`src/hw/rtl/mtdm_pkg.sv`:
```
// shared types, constants and codes of the move trajectory deviation monitor
// no dependencies; used by every module of the block
package mtdm_pkg;

   localparam int POS_W       = 12;
   localparam int TIME_W      = 16;
   localparam int ERR_W       = 13;
   localparam int STATUS_W    = 2;
   localparam int CSR_INDEX_W = 2;
   localparam int CSR_DATA_W  = 16;

   localparam int SETTLE_COUNT = 3;
   localparam int RUN_W        = $clog2(SETTLE_COUNT + 1);

   localparam int PROD_W      = POS_W + TIME_W;
   localparam int DIV_STEPS   = POS_W;
   localparam int DIV_CNT_W   = $clog2(DIV_STEPS);

   localparam int QUEUE_DEPTH = 2;
   localparam int QPTR_W      = (QUEUE_DEPTH > 1) ? $clog2(QUEUE_DEPTH) : 1;
   localparam int QCNT_W      = $clog2(QUEUE_DEPTH + 1);

   localparam logic [STATUS_W-1:0] STATUS_IDLE    = 2'd0;
   localparam logic [STATUS_W-1:0] STATUS_MOVING  = 2'd1;
   localparam logic [STATUS_W-1:0] STATUS_SETTLED = 2'd2;
   localparam logic [STATUS_W-1:0] STATUS_TIMEOUT = 2'd3;

   localparam logic [CSR_INDEX_W-1:0] CSR_TARGET   = 2'd0;
   localparam logic [CSR_INDEX_W-1:0] CSR_DURATION = 2'd1;
   localparam logic [CSR_INDEX_W-1:0] CSR_TOL      = 2'd2;
   localparam logic [CSR_INDEX_W-1:0] CSR_TIMEOUT  = 2'd3;

   localparam logic [POS_W-1:0]  TARGET_RESET   = 12'd0;
   localparam logic [TIME_W-1:0] DURATION_RESET = 16'd0;
   localparam logic [POS_W-1:0]  TOL_RESET      = 12'd50;
   localparam logic [TIME_W-1:0] TIMEOUT_RESET  = 16'd10000;

   typedef struct packed {
      logic [POS_W-1:0]  target_position;
      logic [TIME_W-1:0] duration_ms;
      logic [POS_W-1:0]  tolerance;
      logic [TIME_W-1:0] timeout_ms;
   } cfg_type;

   typedef struct packed {
      logic              start_move;
      logic [TIME_W-1:0] elapsed_ms;
      logic [POS_W-1:0]  position_sample;
      logic              track;
      logic              late;
      logic              near_target;
   } item_type;

endpackage

```
`src/hw/rtl/move_trajectory_deviation_monitor.sv`:
```
// top level of the move trajectory deviation monitor: registers, front end,
// queue and back end; uses mtdm_pkg, mtdm_front, mtdm_queue, mtdm_back
// path: front stage register, queue, then the back end, which runs the multiply and
// the 12-step serial divider only for a sample tracked against the ideal trajectory;
// the back end takes no new word until the previous result is registered; reset loads register
// defaults, clears move state and all handshakes; words accepted from the first cycle after
module move_trajectory_deviation_monitor (
   input  logic        clock,
   input  logic        reset,
   input  logic        req_tvalid,
   output logic        req_tready,
   input  logic [31:0] req_tdata,  // elapsed_ms [15:0], position_sample [27:16]
   input  logic        req_tuser,  // start_move
   output logic        rsp_tvalid,
   input  logic        rsp_tready,
   output logic [15:0] rsp_tdata,  // max_error [12:0], status [14:13]
   input  logic        csr_valid,
   output logic        csr_ready,
   input  logic [mtdm_pkg::CSR_INDEX_W-1:0] csr_index,
   input  logic [mtdm_pkg::CSR_DATA_W-1:0]  csr_data
);

   mtdm_pkg::cfg_type  cfg_ff, cfg_in;
   mtdm_pkg::item_type front_item, queue_item;
   logic front_valid, front_ready, queue_valid, queue_ready;
   logic signed [mtdm_pkg::ERR_W-1:0] max_error;
   logic [mtdm_pkg::STATUS_W-1:0]     status;

   assign csr_ready = 1'b1;
   assign rsp_tdata = {1'b0, status, max_error};

   always_comb begin
      cfg_in = cfg_ff;
      if (csr_valid && csr_ready) begin
         case (csr_index)
            mtdm_pkg::CSR_TARGET:   cfg_in.target_position = csr_data[mtdm_pkg::POS_W-1:0];
            mtdm_pkg::CSR_DURATION: cfg_in.duration_ms     = csr_data;
            mtdm_pkg::CSR_TOL:      cfg_in.tolerance       = csr_data[mtdm_pkg::POS_W-1:0];
            mtdm_pkg::CSR_TIMEOUT:  cfg_in.timeout_ms      = csr_data;
            default: begin
               cfg_in = cfg_ff;
            end
         endcase
      end
   end

   always_ff @(posedge clock) begin
      if (reset) begin
         cfg_ff.target_position <= mtdm_pkg::TARGET_RESET;
         cfg_ff.duration_ms     <= mtdm_pkg::DURATION_RESET;
         cfg_ff.tolerance       <= mtdm_pkg::TOL_RESET;
         cfg_ff.timeout_ms      <= mtdm_pkg::TIMEOUT_RESET;
      end else begin
         cfg_ff <= cfg_in;
      end
   end

   mtdm_front u_front (
      .clock              (clock),
      .reset              (reset),
      .cfg                (cfg_ff),
      .in_valid           (req_tvalid),
      .in_ready           (req_tready),
      .in_start_move      (req_tuser),
      .in_elapsed_ms      (req_tdata[15:0]),
      .in_position_sample (req_tdata[27:16]),
      .out_valid          (front_valid),
      .out_ready          (front_ready),
      .out_item           (front_item)
   );

   mtdm_queue u_queue (
      .clock     (clock),
      .reset     (reset),
      .in_valid  (front_valid),
      .in_ready  (front_ready),
      .in_item   (front_item),
      .out_valid (queue_valid),
      .out_ready (queue_ready),
      .out_item  (queue_item)
   );

   mtdm_back u_back (
      .clock         (clock),
      .reset         (reset),
      .cfg           (cfg_ff),
      .in_valid      (queue_valid),
      .in_ready      (queue_ready),
      .in_item       (queue_item),
      .out_valid     (rsp_tvalid),
      .out_ready     (rsp_tready),
      .out_max_error (max_error),
      .out_status    (status)
   );

endmodule

```
`src/hw/rtl/mtdm_front.sv`:
```
// front end: takes input words, classifies them against the configuration
// and hands them to the queue; uses mtdm_pkg
module mtdm_front (
   input  logic              clock,
   input  logic              reset,
   input  mtdm_pkg::cfg_type cfg,
   input  logic              in_valid,
   output logic              in_ready,
   input  logic              in_start_move,
   input  logic [mtdm_pkg::TIME_W-1:0] in_elapsed_ms,
   input  logic [mtdm_pkg::POS_W-1:0]  in_position_sample,
   output logic              out_valid,
   input  logic              out_ready,
   output mtdm_pkg::item_type out_item
);

   logic               stage_valid_ff, stage_valid_in;
   mtdm_pkg::item_type stage_ff, stage_in;
   logic signed [mtdm_pkg::POS_W:0] diff;
   logic [mtdm_pkg::POS_W-1:0]      distance;

   assign in_ready  = !stage_valid_ff || out_ready;
   assign out_valid = stage_valid_ff;
   assign out_item  = stage_ff;

   always_comb begin
      diff = $signed({1'b0, in_position_sample}) - $signed({1'b0, cfg.target_position});
      distance = diff[mtdm_pkg::POS_W] ? mtdm_pkg::POS_W'(-diff) : mtdm_pkg::POS_W'(diff);
      stage_in.start_move      = in_start_move;
      stage_in.elapsed_ms      = in_elapsed_ms;
      stage_in.position_sample = in_position_sample;
      stage_in.track           = (cfg.duration_ms != '0) &&
                                 (in_elapsed_ms <= cfg.duration_ms);
      stage_in.late            = in_elapsed_ms > cfg.timeout_ms;
      stage_in.near_target     = distance <= cfg.tolerance;
   end

   always_comb begin
      stage_valid_in = stage_valid_ff;
      if (in_valid && in_ready) begin
         stage_valid_in = 1'b1;
      end else if (out_ready) begin
         stage_valid_in = 1'b0;
      end
   end

   always_ff @(posedge clock) begin
      if (reset) begin
         stage_valid_ff <= 1'b0;
      end else begin
         stage_valid_ff <= stage_valid_in;
      end
   end

   always_ff @(posedge clock) begin
      if (in_valid && in_ready) begin
         stage_ff <= stage_in;
      end
   end

endmodule

```
`src/hw/rtl/mtdm_queue.sv`:
```
// short queue of classified words between front and back end
// uses mtdm_pkg
module mtdm_queue (
   input  logic               clock,
   input  logic               reset,
   input  logic               in_valid,
   output logic               in_ready,
   input  mtdm_pkg::item_type in_item,
   output logic               out_valid,
   input  logic               out_ready,
   output mtdm_pkg::item_type out_item
);

   mtdm_pkg::item_type mem_ff [mtdm_pkg::QUEUE_DEPTH];
   logic [mtdm_pkg::QPTR_W-1:0] wr_ptr_ff, wr_ptr_in, rd_ptr_ff, rd_ptr_in;
   logic [mtdm_pkg::QCNT_W-1:0] count_ff, count_in;
   logic push, pop;

   assign in_ready  = count_ff != mtdm_pkg::QCNT_W'(mtdm_pkg::QUEUE_DEPTH);
   assign out_valid = count_ff != '0;
   assign out_item  = mem_ff[rd_ptr_ff];
   assign push      = in_valid && in_ready;
   assign pop       = out_valid && out_ready;

   always_comb begin
      wr_ptr_in = wr_ptr_ff;
      rd_ptr_in = rd_ptr_ff;
      count_in  = count_ff;
      if (push) begin
         wr_ptr_in = (wr_ptr_ff == mtdm_pkg::QPTR_W'(mtdm_pkg::QUEUE_DEPTH - 1)) ?
                     '0 : wr_ptr_ff + 1'b1;
      end
      if (pop) begin
         rd_ptr_in = (rd_ptr_ff == mtdm_pkg::QPTR_W'(mtdm_pkg::QUEUE_DEPTH - 1)) ?
                     '0 : rd_ptr_ff + 1'b1;
      end
      if (push && !pop) begin
         count_in = count_ff + 1'b1;
      end else if (pop && !push) begin
         count_in = count_ff - 1'b1;
      end
   end

   always_ff @(posedge clock) begin
      if (reset) begin
         wr_ptr_ff <= '0;
         rd_ptr_ff <= '0;
         count_ff  <= '0;
      end else begin
         wr_ptr_ff <= wr_ptr_in;
         rd_ptr_ff <= rd_ptr_in;
         count_ff  <= count_in;
      end
   end

   always_ff @(posedge clock) begin
      if (push) begin
         mem_ff[wr_ptr_ff] <= in_item;
      end
   end

endmodule

```
`src/hw/rtl/mtdm_back.sv`:
```
// back end: move state, ideal trajectory through a serial divider, worst
// error tracking, settle and timeout checks, result register; uses mtdm_pkg
module mtdm_back (
   input  logic               clock,
   input  logic               reset,
   input  mtdm_pkg::cfg_type  cfg,
   input  logic               in_valid,
   output logic               in_ready,
   input  mtdm_pkg::item_type in_item,
   output logic               out_valid,
   input  logic               out_ready,
   output logic signed [mtdm_pkg::ERR_W-1:0]  out_max_error,
   output logic [mtdm_pkg::STATUS_W-1:0]      out_status
);

   typedef enum logic [4:0] {
      S_IDLE = 5'b00001,
      S_MUL  = 5'b00010,
      S_DIV  = 5'b00100,
      S_ERR  = 5'b01000,
      S_FIN  = 5'b10000
   } state_type;

   state_type state_ff, state_in;
   mtdm_pkg::item_type item_ff, item_in;
   logic [mtdm_pkg::POS_W-1:0]           start_pos_ff, start_pos_in;
   logic signed [mtdm_pkg::ERR_W-1:0]    worst_ff, worst_in;
   logic [mtdm_pkg::RUN_W-1:0]           run_ff, run_in;
   logic [mtdm_pkg::STATUS_W-1:0]        status_ff, status_in;
   logic                                 neg_ff, neg_in;
   logic [mtdm_pkg::TIME_W-1:0]          rem_ff, rem_in;
   logic [mtdm_pkg::POS_W-1:0]           low_ff, low_in;
   logic [mtdm_pkg::POS_W-1:0]           quo_ff, quo_in;
   logic [mtdm_pkg::DIV_CNT_W-1:0]       cnt_ff, cnt_in;
   logic                                 rsp_valid_ff, rsp_valid_in;
   logic signed [mtdm_pkg::ERR_W-1:0]    rsp_err_ff, rsp_err_in;
   logic [mtdm_pkg::STATUS_W-1:0]        rsp_status_ff, rsp_status_in;

   logic signed [mtdm_pkg::ERR_W-1:0] span, offs, ideal, err;
   logic [mtdm_pkg::POS_W-1:0]        span_mag;
   logic [mtdm_pkg::PROD_W-1:0]       prod;
   logic [mtdm_pkg::TIME_W:0]         trial, trial_sub;
   logic                              ge;
   logic [mtdm_pkg::ERR_W-1:0]        err_abs, worst_abs;
   logic [mtdm_pkg::RUN_W:0]          run_inc;
   logic                              out_free;

   assign in_ready      = state_ff == S_IDLE;
   assign out_valid     = rsp_valid_ff;
   assign out_max_error = rsp_err_ff;
   assign out_status    = rsp_status_ff;
   assign out_free      = !rsp_valid_ff || out_ready;

   always_comb begin
      span      = $signed({1'b0, cfg.target_position}) - $signed({1'b0, start_pos_ff});
      span_mag  = span[mtdm_pkg::ERR_W-1] ? mtdm_pkg::POS_W'(-span) : mtdm_pkg::POS_W'(span);
      prod      = mtdm_pkg::PROD_W'(span_mag) * mtdm_pkg::PROD_W'(item_ff.elapsed_ms);
      trial     = {rem_ff, low_ff[mtdm_pkg::POS_W-1]};
      ge        = trial >= {1'b0, cfg.duration_ms};
      trial_sub = trial - {1'b0, cfg.duration_ms};
      offs      = neg_ff ? -$signed({1'b0, quo_ff}) : $signed({1'b0, quo_ff});
      ideal     = $signed({1'b0, start_pos_ff}) + offs;
      err       = $signed({1'b0, item_ff.position_sample}) - ideal;
      err_abs   = err[mtdm_pkg::ERR_W-1] ? mtdm_pkg::ERR_W'(-err) : mtdm_pkg::ERR_W'(err);
      worst_abs = worst_ff[mtdm_pkg::ERR_W-1] ? mtdm_pkg::ERR_W'(-worst_ff) :
                  mtdm_pkg::ERR_W'(worst_ff);
      run_inc   = {1'b0, run_ff} + 1'b1;
   end

   always_comb begin
      state_in      = state_ff;
      item_in       = item_ff;
      start_pos_in  = start_pos_ff;
      worst_in      = worst_ff;
      run_in        = run_ff;
      status_in     = status_ff;
      neg_in        = neg_ff;
      rem_in        = rem_ff;
      low_in        = low_ff;
      quo_in        = quo_ff;
      cnt_in        = cnt_ff;
      rsp_valid_in  = rsp_valid_ff && !out_ready;
      rsp_err_in    = rsp_err_ff;
      rsp_status_in = rsp_status_ff;
      case (state_ff)
         S_IDLE: begin
            if (in_valid) begin
               item_in = in_item;
               if (in_item.start_move) begin
                  start_pos_in = in_item.position_sample;
                  worst_in     = '0;
                  run_in       = '0;
                  status_in    = mtdm_pkg::STATUS_MOVING;
               end
               if ((in_item.start_move || status_ff == mtdm_pkg::STATUS_MOVING) &&
                   in_item.track) begin
                  state_in = S_MUL;
               end else begin
                  state_in = S_FIN;
               end
            end
         end
         S_MUL: begin
            neg_in   = span[mtdm_pkg::ERR_W-1];
            rem_in   = prod[mtdm_pkg::PROD_W-1:mtdm_pkg::POS_W];
            low_in   = prod[mtdm_pkg::POS_W-1:0];
            quo_in   = '0;
            cnt_in   = '0;
            state_in = S_DIV;
         end
         S_DIV: begin
            rem_in = ge ? trial_sub[mtdm_pkg::TIME_W-1:0] : trial[mtdm_pkg::TIME_W-1:0];
            low_in = {low_ff[mtdm_pkg::POS_W-2:0], 1'b0};
            quo_in = {quo_ff[mtdm_pkg::POS_W-2:0], ge};
            cnt_in = cnt_ff + 1'b1;
            if (cnt_ff == mtdm_pkg::DIV_CNT_W'(mtdm_pkg::DIV_STEPS - 1)) begin
               state_in = S_ERR;
            end
         end
         S_ERR: begin
            if (err_abs > worst_abs) begin
               worst_in = err;
            end
            state_in = S_FIN;
         end
         S_FIN: begin
            if (out_free) begin
               if (status_ff == mtdm_pkg::STATUS_MOVING) begin
                  status_in = mtdm_pkg::STATUS_MOVING;
                  if (item_ff.near_target) begin
                     run_in = mtdm_pkg::RUN_W'(run_inc);
                     if (run_inc >= (mtdm_pkg::RUN_W + 1)'(mtdm_pkg::SETTLE_COUNT)) begin
                        status_in = mtdm_pkg::STATUS_SETTLED;
                     end
                  end else begin
                     run_in = '0;
                  end
                  if (status_in == mtdm_pkg::STATUS_MOVING && item_ff.late) begin
                     status_in = mtdm_pkg::STATUS_TIMEOUT;
                  end
               end
               rsp_valid_in  = 1'b1;
               rsp_err_in    = worst_ff;
               rsp_status_in = status_in;
               state_in      = S_IDLE;
            end
         end
         default: begin
            state_in = S_IDLE;
         end
      endcase
   end

   always_ff @(posedge clock) begin
      if (reset) begin
         state_ff     <= S_IDLE;
         start_pos_ff <= '0;
         worst_ff     <= '0;
         run_ff       <= '0;
         status_ff    <= mtdm_pkg::STATUS_IDLE;
         rsp_valid_ff <= 1'b0;
      end else begin
         state_ff     <= state_in;
         start_pos_ff <= start_pos_in;
         worst_ff     <= worst_in;
         run_ff       <= run_in;
         status_ff    <= status_in;
         rsp_valid_ff <= rsp_valid_in;
      end
   end

   always_ff @(posedge clock) begin
      item_ff       <= item_in;
      neg_ff        <= neg_in;
      rem_ff        <= rem_in;
      low_ff        <= low_in;
      quo_ff        <= quo_in;
      cnt_ff        <= cnt_in;
      rsp_err_ff    <= rsp_err_in;
      rsp_status_ff <= rsp_status_in;
   end

endmodule

```
`config.mk`:
```
export PLATFORM = sky130hd
export DESIGN_NAME = move_trajectory_deviation_monitor
export DESIGN_NICKNAME = d
export VERILOG_FILES = /design/src/hw/rtl/mtdm_pkg.sv /design/src/hw/rtl/move_trajectory_deviation_monitor.sv /design/src/hw/rtl/mtdm_front.sv /design/src/hw/rtl/mtdm_queue.sv /design/src/hw/rtl/mtdm_back.sv
export SDC_FILE = /design/constraint.sdc
export NUM_CORES = 1
export LEC_CHECK = 0
export ABC_AREA = 1
export BUFFER_PORTS_ARGS = -buffer_cell sky130_fd_sc_hd__buf_2
export CAP_MARGIN = 20
export CORE_MARGIN = 3
export CORE_UTILIZATION = 40
export DETAILED_ROUTE_END_ITERATION = 10
export GPL_TIMING_DRIVEN = 0
export HOLD_SLACK_MARGIN = 0.15
export PLACE_DENSITY_LB_ADDON = 0.08
export RECOVER_POWER = 100
export SLEW_MARGIN = 30
export SYNTH_ARGS = -nofsm -noshare
export SYNTH_HDL_FRONTEND = slang
export SYNTH_SLANG_ARGS = --single-unit
```
`constraint.sdc`:
```
create_clock -name clock -period 18.9 [get_ports clock]
set_input_delay 3.78 -clock clock [delete_from_list [all_inputs] [get_ports clock]]
set_output_delay 3.78 -clock clock [all_outputs]
set_load 0.02 [all_outputs]
```
Word-level counts from Yosys, hierarchy flattened:

Memory sizes are Yosys's and may differ from the RTL's. A register that Yosys moved wholly into a read port is not among the register bits.
Index checks and enable logic that the tools add are counted.

* bits of input ports: 56
* output and inout bits: 19
* memory bits (writable): 64
* memories: 1
* register bits: 218

* multiply operators: 1
* multiplexer cells: 48
* eq/ne operators: 18
* $lt $le $gt $ge: 6
* reductions and logical operators: 36
* $add $sub $neg: 16

Memory list
* u_queue.mem_ff: words 2, bits a word 32, read ports 1, clocked after Yosys merged registers in 1, write ports 1, line mtdm_queue.sv:14 `mtdm_pkg::item_type mem_ff [mtdm_pkg::QUEUE_DEPTH];`

Operators by type and width (number)
* 13-bit 2-to-1 mux: 6
* 12-bit case mux with 2 select lines: 2
* 2-bit 2-to-1 mux: 17
* 16-bit case mux with 2 select lines: 1
* 12-bit by 16-bit multiplier with 28-bit output: 1
* 13-bit negator: 2
* 13-bit case mux with 2 select lines: 1
* 12-bit by 12-bit subtractor with 13-bit output: 2
* 5-bit case mux with 5 select lines: 1
* 12-bit 2-to-1 mux: 2
* 12-bit negator: 2
* 5-bit 2-to-1 mux: 4
* 17-bit by 16-bit greater-or-equal comparator with 1-bit output: 1
* 16-bit greater-than comparator: 1
* 16-bit <= comparator: 1
* 16-bit 2-to-1 mux: 1
* 16-bit nonzero test: 1
* 16-bit subtractor: 1
* 13-bit adder: 1
* 13-bit greater-than comparator: 1
* 12-bit negator with 13-bit output: 1
* 13-bit subtractor: 1
* 12-bit <= comparator: 1
* 2-bit by 1-bit != test with 1-bit output (second input constant): 6
* other kinds (27): 67

Logic depth before layout (Yosys ltp):

Gate-level depths: netlist (run 1).

* depth after elaboration: 13
* gate-level depth with buffers: 39
* gate-level depth less buffers: 38

Hierarchy:

Synthesis (run 1) repeated with hierarchy kept, for this count alone.

* cells, all modules: 2914
* area total of the unflattened synthesis: 23428.7 um^2

By module, submodules not included
* mtdm_back: cells each 2014, times used 1, area an instance 15240.9 um^2
* mtdm_front: cells each 412, times used 1, area an instance 3168.0 um^2
* mtdm_queue: cells each 137, times used 1, area an instance 2705.1 um^2
* move_trajectory_deviation_monitor: cells each 351, times used 1, area an instance 2314.7 um^2

Worst setup path after synthesis (run 1):

No wires, ideal clock.

* kind: input-to-reg
* start: input port req_tdata[16]
* end: register u_front.stage_ff, in the netlist u_front.out_item[0] (data pin)
* setup time: 0.265 ns
* arrival: 6.198 ns
* stages on the path: 22
* setup slack: 12.437 ns
* path through: inv_1 ha_1 inv_1 fa_1 nand2_1 nand3_1 nand3b_1 nand2_1 nor2_1 nand3_1 nor2_1 nand3_1 nand3_1 nand2_1 ha_1 nand2_1 inv_1 nand3_1 nor3_1 nand2_1 o2111ai_1 o21ai_0

RTL lines
* start, declared: line move_trajectory_deviation_monitor.sv:12 `input logic [31:0] req_tdata,`
* end signal, assigned: line mtdm_front.sv:57 `stage_ff <= stage_in;`
* end, declared: line mtdm_front.sv:18 `mtdm_pkg::item_type stage_ff, stage_in;`

Worst setup path in the final report (run 1):

* start: register cfg_ff[44] in the netlist's numbering
* end: register u_back.rem_ff[0] in the netlist's numbering (data pin)

* elaborated cells on any way between the ends: 5
* classes of those cells: 2 x add/sub; 1 x mul; 2 x mux

RTL lines
* start, declared: line move_trajectory_deviation_monitor.sv:23 `mtdm_pkg::cfg_type cfg_ff, cfg_in;`
* start signal, assigned: line move_trajectory_deviation_monitor.sv:54 `cfg_ff <= cfg_in;`
* 12-bit by 12-bit subtractor with 13-bit output: line mtdm_back.sv:55 `span = $signed({1'b0, cfg.target_position}) - $signed({1'b0, start_pos_ff});`
* named net u_back.span, one bit: line mtdm_back.sv:39 `logic signed [mtdm_pkg::ERR_W-1:0] span, offs, ideal, err;`
* 12-bit 2-to-1 mux: line mtdm_back.sv:56 `span_mag = span[mtdm_pkg::ERR_W-1] ? mtdm_pkg::POS_W'(-span) : mtdm_pkg::POS_W'(span);`
* 12-bit by 16-bit multiplier with 28-bit output: line mtdm_back.sv:57 `prod = mtdm_pkg::PROD_W'(span_mag) * mtdm_pkg::PROD_W'(item_ff.elapsed_ms);`
* 16-bit case mux with 2 select lines: line mtdm_back.sv:85 `case (state_ff)`
* named net u_back.rem_in, one bit: line mtdm_back.sv:31 `logic [mtdm_pkg::TIME_W-1:0] rem_ff, rem_in;`
* end signal, assigned: line mtdm_back.sv:175 `rem_ff <= rem_in;`
* end, declared: line mtdm_back.sv:31

The timed path passes the listed nets, and every way through them passes these cells.
A chain may end at the register's enable or synchronous reset.

==> impl_metrics.ini, run 1 <==
[status]
outcome = finished, violations left
violations = capacitance limit, slew limit

[final_layout]
nets = 3188
layout_commonest_cell = nand2_1
final_cell_area_sq_um = 24800
layout-drive-gt1-share_pct = 6.21
syn2layout_area_growth_pct = 10.1
final_cell_mix = nand2_1, inv_1, a21oi_1
antennaDiodeCount = 0

[yosys]
synth_top_cell_area_share_pct = 24.8
async_flop_share_pct = 0
syn_avg_cell_area_sq_um = 8.40
syn_inst = 2683
synth.area.top_cells = edfxtp_1, fa_1, ha_1
synth-edff-count = 186
ys_seq_area_share_pct = 33.4
yosysWarnings = 0
ys.flop_type = edfxtp_1
mappedNetlistNets = 3080
synth_cell_types = 58
netlist_area_sq_um = 22500
synth_top_area_cell = edfxtp_1
ys_ff_latch = 283

[critical_path]
critPathCaptureType = flop
crit_slowest_cell = fa_1
cp_max_fo = 10
crit_start = cfg_ff[44]
rrSetupSlack_ns = 10.23
r2r-end = u_back.rem_ff[0]
r2r-start = cfg_ff[44]
critPathRequiredTime_ns = 19.18
max_stage_delay_ns = 0.56
arrival_ns = 8.95
endpoint = u_back.rem_ff[0]
ff2ff_path_depth = 32
critical_path_class = flop to flop
worstSetupStartpointType = flop
critPathMostFrequentCell = nand2_1

[job]
drv_cap = 1

[place]
place_area_sq_um = 24000
place_congestion = 0.918
dp_hpwl_um = 53600
io_buffers = 67
dp_slack_ns = 11.47

[clocking]
htreeDepth = 2
cts_resized = 0
postCtsSetupBuffers = 0
cts_made_buffers = 35
clockBufferDepth = 3
ctsHoldBuffers = 0
clk_pin_slew_ns = 0.06
clock_latency_ns = 0.55
root_buffer = clkbuf_16
cts_tree = built
clock-sinks = 283

[die]
dieArea_sq_um = 59200
start_util_pct = 40.7
rows = 86
die_y_um = 243
ios = 75
core_sq_um = 55400
die_width_um = 243

[sta]
finalSetupViolations = 0
skew_ns = 0.0207
fmax_ghz = 0.115
min_period_ns = 8.67
finalSetupTns_ns = 0
relSlewSlack_pct = -35.1
period_share_pct = 45.9
drv_slew = 46
grt_setup_unrepaired = false
tightest_slew_ns = 2.02
final_hold_viol_count = 0
setup_slack_ns = 10.23

[global_routing]
grt_max_degree = 46
antenna_found_initial = 2
grt_usage_pct = 22.3
grt_overflow = 0
first_global_vias = 18434
grt_first_pass_wirelength_um = 103000

[routing]
wl_per_cell_um = 18.3
first_pass_iters = 5
drt_first_iter_violations = 938
drt_wl_total_um = 65400
ant_nets = 0
drc = 0
viasPerCell = 5.10
vias = 18170

[hold_path]
hold_class = flop to flop
[routing by layer]
metal / GRT usage, % / share of wire, % / up-vias
li1: - / - / 8876
met5: 0 / 0.035 / -
met2: 40.0 / 50 / 416
met4: 6.77 / 3.0 / 4
met3: 2.82 / 4.1 / 118
met1: 28.1 / 43 / 8756
[kinds of logic (layout without fill, tap and decap cells)]
logic type               count (synthesis)  in the layout  synth area share (%)
AND/OR/NAND/NOR                        974            974                  18.5
buffers and inverters                  572            706                  10.0
AO/OA/AOI/OAI                          422            422                  10.2
adder cells (fa/ha/maj)                341            341                  24.1
flip-flops                             283            283                  33.4
XOR/XNOR                                57             57                  2.21
multiplexers                            32             32                  1.60
other                                    2              2                0.0333
[synthesized netlist by cell type, types with 4 or more instances]
library cell  number
o21ai_0          148
xor2_1            40
fa_1             155
or2_1              4
a21oi_2           12
nand3_2            4
a21o_1             9
nor4_1            11
o21bai_1           8
nor3_1            27
nand2_1          519
ha_1             186
dfxtp_1           97
nor2_2            11
nand3b_1           8
xnor2_1           17
o211ai_1           7
nor2_1           204
edfxtp_1         186
inv_1            495
nand3_1          118
a21oi_1          211
or2_2              6
mux2_2            32
clkbuf_1          33
nand4_1           32
buf_1              6
nand2_2           21
buf_6              6
buf_4             11
buf_2              7
a31oi_1            5
inv_2             11
[through the flow]
step                      hold WS (ns)  std cells  util (%)
after global routing             0.454       3565      44.8
after CTS                        0.447       3565      45.2
final                            0.445       3565      44.8
after global placement           0.424       3498      43.0
after detailed placement         0.434       3502      43.2
after floorplan                  0.421       2683         -
[sequential cells by signal (all words and copies together) (netlist names), named ones only]
register and cells:
cfg_ff 56, u_back.cnt_ff 4, u_back.item_ff 30, u_back.low_ff 12, u_back.neg_ff 1, u_back.out_max_error 13, u_back.out_status 2, u_back.out_valid 1
u_back.quo_ff 12, u_back.rem_ff 16, u_back.run_ff 2, u_back.start_pos_ff 12, u_back.state_ff 5, u_back.status_ff 2, u_back.worst_ff 13, u_front.out_item 32
u_front.out_valid 1, u_queue.count_ff 2, u_queue.mem_ff 64, u_queue.rd_ptr_ff 1, u_queue.wr_ptr_ff 1
[layout make-up]
class / instances / area [sq um]
tap: 748 / 936
clock inverter: 19 / 153
clock buffer: 44 / 951
timing repair buffer: 71 / 293
multi-input combinational: 1828 / 12700
buffer: 64 / 327
inverter: 508 / 1910
fill: 5561 / 30600
sequential: 283 / 7530
[how the worst min path moves through the flow]
| stage | startpoint | endpoint | slack, ns | cells after the start |
|---|---|---|---|---|
| 6_report | u_front.out_item[14] | u_queue.mem_ff[1][14] | 0.44 | 0 |
| 5_1_grt | u_front.out_item[18] | u_queue.mem_ff[1][18] | 0.45 | 0 |
| 4_1_cts | u_front.out_item[27] | u_queue.mem_ff[1][27] | 0.45 | 0 |
| 3_5_place_dp | u_front.out_item[20] | u_queue.mem_ff[0][20] | 0.43 | 0 |
| 3_3_place_gp | u_front.out_item[26] | u_queue.mem_ff[1][26] | 0.42 | 0 |
| 2_1_floorplan | u_front.out_item[0] | u_queue.mem_ff[0][0] | 0.42 | 0 |
[worst max-delay path: cells and delay by family, from the launching register on]
family,cells,cell delay (ns)
simple gates,10,1.36
buf+inv,9,1.69
fa+ha+maj,8,3.28
flops,1,0.35
compound gates,5,1.70
Power of run 1 is not shown: default switching activity piles up to over one toggle a cycle in this logic, so the estimate is an artifact.
==> run 2: changes to the inputs <==
Clock period 18.9 ns to 8.8 ns, I/O delays scaled along.
==> impl_metrics.ini, run 2 (same netlist as run 1, synthesis figures left out) <==
[place]
place_area_sq_um = 24000
dp_hpwl_um = 53600
place_congestion = 0.918
io_buffers = 67

[die]
die_width_um = 243
rows = 86
die_y_um = 243
start_util_pct = 40.7
dieArea_sq_um = 59200
ios = 75
core_sq_um = 55400

[sta]
fmax_ghz = 0.127
finalSetupViolations = 0
relSlewSlack_pct = -33.0
period_share_pct = 89.6
final_hold_viol_count = 0
skew_ns = 0.0187
min_period_ns = 7.89
drv_slew = 46
hold_ws_ns = 0.444
tightest_slew_ns = 1.99
finalSetupTns_ns = 0
grt_setup_unrepaired = false

[critical_path]
cp_max_fo = 10
critPathCaptureType = flop
critPathRequiredTime_ns = 9.08
max_stage_delay_ns = 1.09
worstSetupStartpointType = flop
path_buf_inv = 8
cp_top_family = adder cells
arrival_ns = 8.17
critical_path_class = flop to flop
crit_slowest_cell = o21ai_0
rrSetupSlack_ns = 0.91

[final_layout]
largest-register = u_queue.mem_ff
largest_reg_flops = 64
layout_commonest_cell = nand2_1
final_cell_mix = nand2_1, inv_1, a21oi_1
syn2layout_area_growth_pct = 10.2
layout-drive-gt1-share_pct = 6.35
final_cell_area_sq_um = 24800
antennaDiodeCount = 0
post-route-util_pct = 44.8
nets = 3188

[clocking]
cts_tree = built
clockBufferDepth = 3
clock_latency_ns = 0.55
cts_resized = 0
postCtsSetupBuffers = 0
htreeDepth = 2
clk_pin_slew_ns = 0.06
root_buffer = clkbuf_16
clock-sinks = 283
ctsHoldBuffers = 0
cts_made_buffers = 35

[global_routing]
grt_first_pass_wirelength_um = 103000
first_global_vias = 18434
grt.busiest_layer = met2
grt_max_degree = 46
antenna_found_initial = 2
grtUsageMet2_pct = 40.0
use_met3_pct = 2.82
grt_overflow = 0
grt_usage_pct = 22.3
met1_usage_pct = 28.1

[hold_path]
hold_class = flop to flop

[job]
drv_cap = 1

[routing]
vias = 18226
ant_nets = 0
viasPerCell = 5.11
drt_wl_total_um = 65400
drc = 0
first_pass_iters = 5
wl_per_cell_um = 18.4
drt_first_iter_violations = 951

[status]
outcome = finished, violations left
violations = capacitance limit, slew limit
run 2: area by class of cell:
class	instances	area, sq um
clock inverter	19	153
inverter	508	1910
buffer	64	338
multi-input combinational	1828	12700
clock buffer	44	951
fill	5558	30600
tap	748	936
sequential	283	7530
timing repair buffer	71	293
run 2: worst paths after layout:
kind / start / endpoint / cells past startpoint
hold / removal: u_front.out_item[27] / u_queue.mem_ff[0][27] / 0
hold reg to reg: u_front.out_item[27] / u_queue.mem_ff[0][27] / 0
setup / recovery: u_back.start_pos_ff[7] / u_back.rem_ff[1] / 28
setup reg to reg: u_back.start_pos_ff[7] / u_back.rem_ff[1] / 28
run 2: stage by stage:
| step | cells | worst slack, ns |
|---|---|---|
| 6_report | 3565 | 0.914 |
| 5_1_grt | 3565 | 0.491 |
| 4_1_cts | 3565 | 1.36 |
| 3_5_place_dp | 3502 | 1.37 |
| 3_3_place_gp | 3498 | 1.31 |
| 2_1_floorplan | 2683 | 2.41 |
run 2: worst register-to-register path, delay by kind of cell, from the launching register on:
kind | cells | cell delay, ns
AND/OR/NAND/NOR | 9 | 1.29
flip-flops | 1 | 0.40
AO/OA/AOI/OAI | 5 | 2.38
adder cells (fa/ha/maj) | 6 | 2.52
buffers and inverters | 8 | 1.05
run 2: metal layers:
metal	vias up	wire, um
met5	-	23
li1	8883	-
met2	474	32400
met4	4	1980
met1	8749	28100
met3	116	2950
Power of run 2 is left out for the same reason.
